**src/rtl/tft_pkg.sv**
```systemverilog
package tft_pkg;

  // Request codes carried in req_type
  typedef enum logic [2:0] {
    REQ_REGISTER = 3'd0,
    REQ_DELETE   = 3'd1,
    REQ_DISABLE  = 3'd2,
    REQ_QUERY    = 3'd3,
    REQ_ENUM     = 3'd4
  } req_t;

  typedef enum logic [1:0] {
    STS_OK        = 2'd0,
    STS_INVALID   = 2'd1,
    STS_FULL      = 2'd2,
    STS_EXHAUSTED = 2'd3
  } status_t;

  typedef enum logic [1:0] {
    ST_IDLE,
    ST_SCAN,
    ST_DRAIN,
    ST_DONE
  } ctl_state_t;

  // Controller to datapath
  typedef struct packed {
    logic start;   // latch request word, clear scan flags and counters
    logic pass;    // begin next enumerate pass after current result
    logic rd_en;   // read slot at rd_addr
    logic finish;  // load result word, commit register request
  } ctl_cmd_t;

  // Datapath to controller
  typedef struct packed {
    logic out_free;  // result register can take a word this cycle
    logic more;      // enumerate has further features to list
  } ctl_sts_t;

  localparam logic [30:0] HANDLE_MAX = 31'h7FFF_FFFF;
  localparam logic [31:0] NO_HANDLE  = 32'hFFFF_FFFF;
  localparam int          MAX_OUT    = 32;

endpackage

```
**src/rtl/tft_ctrl.sv**
```systemverilog
module tft_ctrl
  import tft_pkg::*;
#(
  parameter int DEPTH = 32,
  localparam int IDX_W = (DEPTH > 1) ? $clog2(DEPTH) : 1
) (
  input  logic             clk,
  input  logic             rst_n,
  input  logic             in_valid,
  output logic             in_stall,
  input  ctl_sts_t         sts,
  output ctl_cmd_t         cmd,
  output logic [IDX_W-1:0] rd_addr
);

  localparam logic [IDX_W-1:0] LAST_IDX = IDX_W'(DEPTH - 1);

  ctl_state_t       state_r, state_nxt;
  logic [IDX_W-1:0] cnt_r, cnt_nxt;

  always_ff @(posedge clk) begin
    if (!rst_n) begin
      state_r <= ST_IDLE;
      cnt_r   <= '0;
    end else begin
      state_r <= state_nxt;
      cnt_r   <= cnt_nxt;
    end
  end

  always_comb begin
    state_nxt = state_r;
    cnt_nxt   = cnt_r;
    cmd       = '0;
    in_stall  = 1'b1;
    case (state_r)
      ST_IDLE: begin
        in_stall = 1'b0;
        if (in_valid) begin
          cmd.start = 1'b1;
          cnt_nxt   = '0;
          state_nxt = ST_SCAN;
        end
      end
      ST_SCAN: begin
        cmd.rd_en = 1'b1;
        if (cnt_r == LAST_IDX) begin
          cnt_nxt   = '0;
          state_nxt = ST_DRAIN;
        end else begin
          cnt_nxt = cnt_r + IDX_W'(1);
        end
      end
      ST_DRAIN: begin
        state_nxt = ST_DONE;
      end
      ST_DONE: begin
        if (sts.out_free) begin
          cmd.finish = 1'b1;
          if (sts.more) begin
            cmd.pass  = 1'b1;
            cnt_nxt   = '0;
            state_nxt = ST_SCAN;
          end else begin
            state_nxt = ST_IDLE;
          end
        end
      end
      default: begin
        state_nxt = ST_IDLE;
      end
    endcase
  end

  assign rd_addr = cnt_r;

endmodule

```
**src/rtl/tft_dpath.sv**
```systemverilog
module tft_dpath
  import tft_pkg::*;
#(
  parameter int DEPTH = 32,
  localparam int IDX_W = (DEPTH > 1) ? $clog2(DEPTH) : 1
) (
  input  logic               clk,
  input  logic               rst_n,
  input  ctl_cmd_t           cmd,
  input  logic [IDX_W-1:0]   rd_addr,
  output ctl_sts_t           sts,
  input  logic [2:0]         in_req_type,
  input  logic [15:0]        in_model_id,
  input  logic [4:0]         in_feature_code,
  input  logic signed [31:0] in_handle_in,
  input  logic               cfg_we,
  input  logic [30:0]        cfg_data,
  output logic               out_valid,
  input  logic               out_stall,
  output logic [1:0]         out_status,
  output logic signed [31:0] out_handle_out,
  output logic               out_found,
  output logic [4:0]         out_feature_out,
  output logic [6:0]         out_removed_count,
  output logic               out_last
);

  localparam int CNT_W  = $clog2(DEPTH + 1);
  localparam int EMIT_W = $clog2(MAX_OUT);
  localparam int CMP_W  = (CNT_W > EMIT_W) ? CNT_W + 1 : EMIT_W + 1;

  typedef struct packed {
    logic [15:0] model;
    logic [4:0]  feat;
    logic [30:0] handle;
  } entry_t;

  // Table storage
  entry_t           ent_mem [DEPTH];
  logic [DEPTH-1:0] slot_vld_r;
  entry_t           rd_ent_r;
  logic             rd_vld_r;
  logic             ev_vld_r;
  logic [IDX_W-1:0] ev_idx_r;

  // Latched request
  logic [2:0]  req_type_r;
  logic [15:0] req_model_r;
  logic [4:0]  req_feat_r;
  logic [31:0] req_handle_r;

  // Scan accumulators
  logic             free_found_r;
  logic [IDX_W-1:0] free_idx_r;
  logic [CNT_W-1:0] rem_cnt_r;
  logic             hit_r;
  logic [CNT_W-1:0] match_cnt_r;
  logic             best_found_r;
  logic [30:0]      best_handle_r;
  logic [4:0]       best_feat_r;
  logic [30:0]      prev_handle_r;
  logic             first_r;
  logic [EMIT_W-1:0] emit_no_r;

  logic [30:0] next_handle_r;
  logic [30:0] stock_limit_r;

  // Result word register
  logic               out_valid_r;
  status_t            out_status_r;
  logic signed [31:0] out_handle_r;
  logic               out_found_r;
  logic [4:0]         out_feat_r;
  logic [6:0]         out_rem_r;
  logic               out_last_r;

  logic ev_live, model_eq, feat_eq;
  logic del_hit, dis_hit, drop, qry_hit, enm_match, enm_cand, free_hit;
  logic reg_ok, commit;

  status_t            res_status;
  logic signed [31:0] res_handle;
  logic               res_found;
  logic [4:0]         res_feat;
  logic [6:0]         res_rem;
  logic               res_last;
  logic               enm_last;
  logic [CMP_W-1:0]   enm_lim;

  // Evaluate the slot word read in the previous cycle
  always_comb begin
    ev_live   = ev_vld_r && rd_vld_r;
    model_eq  = rd_ent_r.model == req_model_r;
    feat_eq   = rd_ent_r.feat == req_feat_r;
    del_hit   = ev_live && (req_type_r == REQ_DELETE) && !req_handle_r[31] &&
                (rd_ent_r.handle == req_handle_r[30:0]);
    dis_hit   = ev_live && (req_type_r == REQ_DISABLE) && (req_feat_r != '0) &&
                feat_eq && (rd_ent_r.handle < stock_limit_r);
    drop      = del_hit || dis_hit;
    qry_hit   = ev_live && (req_type_r == REQ_QUERY) && model_eq && feat_eq;
    enm_match = ev_live && (req_type_r == REQ_ENUM) && model_eq;
    enm_cand  = enm_match && (first_r || (rd_ent_r.handle > prev_handle_r)) &&
                (!best_found_r || (rd_ent_r.handle < best_handle_r));
    free_hit  = ev_vld_r && !rd_vld_r && (req_type_r == REQ_REGISTER) && !free_found_r;
  end

  assign reg_ok = (req_type_r == REQ_REGISTER) && (req_feat_r != '0) && free_found_r &&
                  (next_handle_r != HANDLE_MAX);
  assign commit = cmd.finish && reg_ok;

  always_ff @(posedge clk) begin
    if (cmd.rd_en) begin
      rd_ent_r <= ent_mem[rd_addr];
      rd_vld_r <= slot_vld_r[rd_addr];
    end
    if (commit) begin
      ent_mem[free_idx_r] <= '{model: req_model_r, feat: req_feat_r, handle: next_handle_r};
    end
  end

  always_ff @(posedge clk) begin
    if (!rst_n) begin
      slot_vld_r    <= '0;
      next_handle_r <= '0;
      stock_limit_r <= '0;
      ev_vld_r      <= 1'b0;
    end else begin
      ev_vld_r <= cmd.rd_en;
      if (drop) begin
        slot_vld_r[ev_idx_r] <= 1'b0;
      end
      if (commit) begin
        slot_vld_r[free_idx_r] <= 1'b1;
        next_handle_r          <= next_handle_r + 31'd1;
      end
      if (cfg_we) begin
        stock_limit_r <= cfg_data;
      end
    end
  end

  always_ff @(posedge clk) begin
    if (cmd.rd_en) begin
      ev_idx_r <= rd_addr;
    end
    if (cmd.start) begin
      req_type_r    <= in_req_type;
      req_model_r   <= in_model_id;
      req_feat_r    <= in_feature_code;
      req_handle_r  <= in_handle_in;
      free_found_r  <= 1'b0;
      rem_cnt_r     <= '0;
      hit_r         <= 1'b0;
      match_cnt_r   <= '0;
      best_found_r  <= 1'b0;
      first_r       <= 1'b1;
      emit_no_r     <= '0;
    end else if (cmd.pass) begin
      // next pass lists the lowest handle above the one just sent
      match_cnt_r   <= '0;
      best_found_r  <= 1'b0;
      first_r       <= 1'b0;
      prev_handle_r <= best_handle_r;
      emit_no_r     <= emit_no_r + EMIT_W'(1);
    end else begin
      if (free_hit) begin
        free_found_r <= 1'b1;
        free_idx_r   <= ev_idx_r;
      end
      if (drop) begin
        rem_cnt_r <= rem_cnt_r + CNT_W'(1);
      end
      if (qry_hit) begin
        hit_r <= 1'b1;
      end
      if (enm_match) begin
        match_cnt_r <= match_cnt_r + CNT_W'(1);
      end
      if (enm_cand) begin
        best_found_r  <= 1'b1;
        best_handle_r <= rd_ent_r.handle;
        best_feat_r   <= rd_ent_r.feat;
      end
    end
  end

  // Build result word from accumulators
  always_comb begin
    enm_lim  = (CMP_W'(match_cnt_r) >= CMP_W'(MAX_OUT)) ? CMP_W'(MAX_OUT)
                                                       : CMP_W'(match_cnt_r);
    enm_last = !best_found_r || ((CMP_W'(emit_no_r) + CMP_W'(1)) == enm_lim);
    res_status = STS_OK;
    res_handle = NO_HANDLE;
    res_found  = 1'b0;
    res_feat   = '0;
    res_rem    = '0;
    res_last   = 1'b1;
    case (req_type_r)
      REQ_REGISTER: begin
        if (req_feat_r == '0) begin
          res_status = STS_INVALID;
        end else if (!free_found_r) begin
          res_status = STS_FULL;
        end else if (next_handle_r == HANDLE_MAX) begin
          res_status = STS_EXHAUSTED;
        end else begin
          res_handle = {1'b0, next_handle_r};
        end
      end
      REQ_DELETE, REQ_DISABLE: begin
        res_rem = 7'(rem_cnt_r);
      end
      REQ_QUERY: begin
        res_found = hit_r;
      end
      REQ_ENUM: begin
        res_found = best_found_r;
        res_feat  = best_found_r ? best_feat_r : '0;
        res_last  = enm_last;
      end
      default: begin
      end
    endcase
  end

  assign sts.out_free = !out_valid_r || !out_stall;
  assign sts.more     = (req_type_r == REQ_ENUM) && !enm_last;

  always_ff @(posedge clk) begin
    if (!rst_n) begin
      out_valid_r <= 1'b0;
    end else if (cmd.finish) begin
      out_valid_r <= 1'b1;
    end else if (!out_stall) begin
      out_valid_r <= 1'b0;
    end
  end

  always_ff @(posedge clk) begin
    if (cmd.finish) begin
      out_status_r <= res_status;
      out_handle_r <= res_handle;
      out_found_r  <= res_found;
      out_feat_r   <= res_feat;
      out_rem_r    <= res_rem;
      out_last_r   <= res_last;
    end
  end

  assign out_valid         = out_valid_r;
  assign out_status        = out_status_r;
  assign out_handle_out    = out_handle_r;
  assign out_found         = out_found_r;
  assign out_feature_out   = out_feat_r;
  assign out_removed_count = out_rem_r;
  assign out_last          = out_last_r;

endmodule

```
**src/rtl/tagged_feature_table.sv**
```systemverilog
// Table of TABLE_DEPTH (model id, feature code, handle) entries serving five
// request types: register, delete by handle, disable stock, query and
// enumerate. Every request walks the whole table through one read port, one
// slot per cycle; a request word passes from accept through TABLE_DEPTH
// reads, a pipeline drain and a result load, which waits while the output
// register is full and stalled. Enumerate runs one such walk per listed
// feature, picking the lowest handle above the one sent last, for at most 32
// listed features (a model with no entry gives one word with found clear).
// Results leave through an output register, so a new request word is
// accepted while the previous result still waits on out_stall.
// The table is empty right after reset with no clearing pass; stock_limit
// may be written only while no request is in flight.
module tagged_feature_table
  import tft_pkg::*;
#(
  parameter int TABLE_DEPTH = 32
) (
  input  logic               clk,
  input  logic               rst_n,
  // request words
  input  logic               in_valid,
  output logic               in_stall,
  input  logic [2:0]         in_req_type,
  input  logic [15:0]        in_model_id,
  input  logic [4:0]         in_feature_code,
  input  logic signed [31:0] in_handle_in,
  // stock limit register write
  input  logic               cfg_valid,
  output logic               cfg_ready,
  input  logic [30:0]        cfg_stock_limit,
  // result words
  output logic               out_valid,
  input  logic               out_stall,
  output logic [1:0]         out_status,
  output logic signed [31:0] out_handle_out,
  output logic               out_found,
  output logic [4:0]         out_feature_out,
  output logic [6:0]         out_removed_count,
  output logic               out_last
);

  localparam int IDX_W = (TABLE_DEPTH > 1) ? $clog2(TABLE_DEPTH) : 1;

  ctl_cmd_t         cmd;
  ctl_sts_t         sts;
  logic [IDX_W-1:0] rd_addr;

  // The register write is always taken; the user must write only when idle, the block does not enforce it.
  assign cfg_ready = 1'b1;

  // Sequencer: accept, walk slots, drain, load result, repeat for enumerate
  tft_ctrl #(
    .DEPTH (TABLE_DEPTH)
  ) u_ctrl (
    .clk      (clk),
    .rst_n    (rst_n),
    .in_valid (in_valid),
    .in_stall (in_stall),
    .sts      (sts),
    .cmd      (cmd),
    .rd_addr  (rd_addr)
  );

  // Table memory, valid bits, handle counter, match logic, result register
  tft_dpath #(
    .DEPTH (TABLE_DEPTH)
  ) u_dpath (
    .clk               (clk),
    .rst_n             (rst_n),
    .cmd               (cmd),
    .rd_addr           (rd_addr),
    .sts               (sts),
    .in_req_type       (in_req_type),
    .in_model_id       (in_model_id),
    .in_feature_code   (in_feature_code),
    .in_handle_in      (in_handle_in),
    .cfg_we            (cfg_valid),
    .cfg_data          (cfg_stock_limit),
    .out_valid         (out_valid),
    .out_stall         (out_stall),
    .out_status        (out_status),
    .out_handle_out    (out_handle_out),
    .out_found         (out_found),
    .out_feature_out   (out_feature_out),
    .out_removed_count (out_removed_count),
    .out_last          (out_last)
  );

endmodule
```
**config.mk**
```make
export PLATFORM = sky130hd
export DESIGN_NAME = tagged_feature_table
export DESIGN_NICKNAME = d
export VERILOG_FILES = /design/src/rtl/tft_pkg.sv /design/src/rtl/tft_ctrl.sv /design/src/rtl/tft_dpath.sv /design/src/rtl/tagged_feature_table.sv
export SDC_FILE = /design/constraint.sdc
export NUM_CORES = 2
export LEC_CHECK = 0
export BUFFER_PORTS_ARGS = -buffer_cell sky130_fd_sc_hd__buf_2
export CORE_MARGIN = 4
export CORE_UTILIZATION = 55
export DETAILED_ROUTE_END_ITERATION = 8
export GPL_TIMING_DRIVEN = 1
export PLACE_DENSITY = 0.82
export REMOVE_ABC_BUFFERS = 1
export SLEW_MARGIN = 30
export SYNTH_ARGS = -nofsm -noshare
export SYNTH_HDL_FRONTEND = slang
export SYNTH_SLANG_ARGS = --single-unit
```
**constraint.sdc**
```tcl
create_clock -name clk -period 16.02 [get_ports clk]
set_input_delay 3.204 -clock clk [delete_from_list [all_inputs] [get_ports clk]]
set_output_delay 3.204 -clock clk [all_outputs]
set_load 0.01 [all_outputs]
```
==> impl_metrics.toml <==
[routing]
routed_wl_um = 208000
wl_per_cell_um = 34.0
vias = 41200
drt_iter0_drc = 5891
ant_nets = 0
remaining_drc_errors = 0
firstDrtPassIters = 7
viasPerCell = 6.72

[floorplan]
initial_core_util = 0.553
num_rows = 139
coreArea_um2 = 143000
die_y_um = 388
die_w_um = 388
die_area_um2 = 151000
num_io_pins = 143

[cts]
cts_tree = "yes"
clockRootBuffer = "clkbuf_16"
cts_htree_levels = 4
clk_latency_ns = 0.84
cts-hold-fix-buffers = 0
clk_pin_slew_ns = 0.06
cts_num_sinks = 2021
cts_setup_buffers = 0
cts_max_path_buffers = 3
numCtsBuffers = 190
cts_resized = 0

[cells_and_area]
syn2layout_area_growth_pct = 12.7
fillers = 9078
drive_gt1_frac = 0.279
fin_nets = 4254
fin_area_um2 = 89500
instances_no_fill = 6126
fin_util = 0.624

[place]
numPortBuffers = 140
place_ws_ns = 8.50
gp_congestion = 0.869
placed_area_um2 = 83000
dp_hpwl_um = 106000
place_inst = 5763

[synth]
ys_types = 75
netlist_instances = 3788
synth-seq-cells = 2021
synthFlopType = "edfxtp_1"
synthArstFlopShare = 0
synth_edf_count = 1897
syn_avg_cell_area_um2 = 21.0
seq_area_frac_synth = 0.749
yosysWarnings = 0
syn-cell-area_um2 = 79400

[sta]
skew_ns = 0.0381
timing.fmax_ghz = 0.150
finalCriticalPeriod_ns = 6.68
setup_slack_ns = 9.34
min_period_over_period = 0.417
slew_viol_final = 0
hold_viol_final = 0
rsz0062_at_grt = "no"
fin_setup_tns_ns = 0
finalSetupViolCount = 0
worst_pin_slew_ns = 1.20
maxSlewHeadroom = 0.199

[setup_path]
required_ns = 16.47
cp_common_cell = "buf_4"
critPathLaunchType = "primary input"
crit_family = "simple AND/OR/NAND/NOR gates"
crit_chain = "buf_2, a21boi_4, buf_4, nand2_1, or2_1, buf_4, or3_1, nor2_4, buf_4"
path_buf_inv = 4
cpPeakStageDelay_ns = 0.88
worstSetupEndpointType = "flop"
cp.arrival_ns = 7.13
critical_path_class = "in2reg"
crit_path_max_fanout = 49
worst_path_max_delay_cell = "nor2_4"

[global_routing]
overflow = 0
grt_usage = 0.275
grt_pass1_wl_um = 299000
antenna_found_initial = 12
grt_max_degree = 151
grt_pass1_vias = 41300

[worst_hold_path]
hp-class = "reg2reg"

[pwr]
powerDensity_nw_per_um2 = 136
p_int_mw = 9.12
p_seq_frac = 0.506
switchingPower_mw = 3.04
combinationalPowerShare = 0.120
p_clk_frac = 0.373
ir_drop_uv = 135
leakage_nw = 25.9
switching_share = 0.250

[outcome]
status = "completed"

[job]
cap_viol_max_count = 0
-- power groups by stage --
stage / sequential [mW] / clock, mW / combinational [mW]
2_1_floorplan: 6.42 / 0 / 1.18
3_3_place_gp: 6.27 / 0 / 1.37
3_5_place_dp: 6.27 / 0 / 1.41
4_1_cts: 6.16 / 4.57 / 1.45
5_1_grt: 6.17 / 4.83 / 1.58
6_report: 6.16 / 4.54 / 1.46
-- routing by layer --
| metal | vias up | wire length, um | global-route usage |
|---|---|---|---|
| li1 | 16100 | - | - |
| met1 | 21200 | 72600 | 0.368 |
| met2 | 3244 | 102000 | 0.445 |
| met3 | 573 | 23800 | 0.0689 |
| met4 | 8 | 9570 | 0.103 |
| met5 | - | 42 | 0 |
-- per-stage QoR --
stage                     hold WS [ns]  total power [mW]
after floorplan                  0.426              7.60
after global placement           0.433              7.63
after detailed placement         0.433              7.69
after CTS                        0.446              12.2
after global routing             0.452              12.6
final                            0.443              12.2
-- layout by cell type, fill, tap and decap left out, types with 41 or more instances in the layout --
cell	count
nor2b_1	44
dfxtp_1	116
mux4_2	530
nor4_1	44
a21oi_1	68
clkbuf_16	193
o21ai_0	58
mux2_2	54
inv_1	107
nand2_1	63
xnor2_1	41
xor2_1	47
edfxtp_1	1897
clkbuf_1	45
ha_1	102
nor2_1	48
buf_4	81
or3_1	41
nor3_1	42
buf_2	140
-- flip-flops by register name, summed over array words and instances, names as in the netlist, 3 cells and up --
register and count:
u_dpath.ent_mem 1664, u_dpath.best_feat_r 5, u_dpath.rd_ent_r 52, u_dpath.stock_limit_r 31, u_dpath.slot_vld_r 32, u_dpath.ev_idx_r 5, u_dpath.rem_cnt_r 6, u_dpath.prev_handle_r 31
u_ctrl.rd_addr 5, u_dpath.emit_no_r 5, u_dpath.req_type_r 3, u_dpath.req_feat_r 5, u_dpath.out_handle_out 32, u_dpath.req_handle_r 32, u_dpath.free_idx_r 5, u_dpath.match_cnt_r 6
u_dpath.out_removed_count 6, u_dpath.req_model_r 16, u_dpath.best_handle_r 31, u_dpath.out_feature_out 5, u_dpath.next_handle_r 31
-- cells in the mapped netlist, types with 20 or more instances --
| cell | instances | area share |
|---|---|---|
| and3_1 | 20 | 0.0016 |
| mux4_2 | 530 | 0.15 |
| ha_1 | 103 | 0.016 |
| mux2_2 | 54 | 0.0077 |
| nand4_1 | 23 | 0.0018 |
| nor2b_1 | 44 | 0.0035 |
| xor2_1 | 47 | 0.0052 |
| clkbuf_1 | 98 | 0.0046 |
| mux2i_1 | 37 | 0.0047 |
| inv_1 | 107 | 0.0051 |
| nor3_1 | 43 | 0.0027 |
| buf_2 | 47 | 0.0030 |
| a21oi_1 | 68 | 0.0043 |
| nor2_1 | 80 | 0.0038 |
| or3_1 | 41 | 0.0032 |
| dfxtp_1 | 124 | 0.031 |
| nand3_1 | 32 | 0.0020 |
| buf_1 | 22 | 0.0010 |
| and2_1 | 37 | 0.0029 |
| xnor2_1 | 42 | 0.0046 |
| edfxtp_1 | 1897 | 0.72 |
| o21ai_0 | 58 | 0.0037 |
| nor4_1 | 44 | 0.0035 |
| nand2_1 | 63 | 0.0030 |
-- worst reg2reg max path, stage by stage (launching register included) --
cell      delay, ns
dfxtp_1        0.42
ha_1           0.29
a21boi_4       0.20
buf_4          0.54
nand2_1        0.21
or2_1          0.23
buf_4          0.27
or3_1          0.79
nor2_4         0.88
buf_4          0.72
-- layout make-up --
| cell class | instances | area, um2 | area share |
|---|---|---|---|
| inverters | 108 | 407 | 0.00454 |
| flip-flops and latches | 2021 | 59500 | 0.665 |
| clock inverters | 112 | 1190 | 0.0133 |
| diodes | 5 | 12.5 | 0.000140 |
| clock buffers | 239 | 5010 | 0.0560 |
| multi-input cells | 1481 | 19100 | 0.213 |
| repair buffers | 257 | 1930 | 0.0215 |
| well taps | 1903 | 2380 | 0.0266 |
-- path summary, 6_finish.rpt --
| kind | slack, ns | start | end | depth (start not counted) |
|---|---|---|---|---|
| hold / removal | 0.44 | u_dpath.best_handle_r[12] | u_dpath.prev_handle_r[12] | 0 |
| setup / recovery | 9.34 | out_stall | u_dpath.ent_mem[7][48] | 9 |
| hold reg to reg | 0.44 | u_dpath.best_handle_r[12] | u_dpath.prev_handle_r[12] | 0 |
| setup reg to reg | 11.08 | u_ctrl.state_r[0] | u_dpath.ent_mem[7][48] | 9 |
-- cells by family (layout without fill, tap and decap cells) --
| group | after synthesis | in the layout | synth area share |
|---|---|---|---|
| compound gates | 188 | 188 | 0.0147 |
| fa+ha+maj | 103 | 103 | 0.0162 |
| buf+inv | 286 | 716 | 0.0149 |
| other cells | 2 | 7 | 0.0000946 |
| mux | 621 | 621 | 0.163 |
| simple gates | 478 | 478 | 0.0331 |
| xor+xnor | 89 | 89 | 0.00982 |
| flops | 2021 | 2021 | 0.749 |
Note: power is estimated with default switching activity, not from simulation.
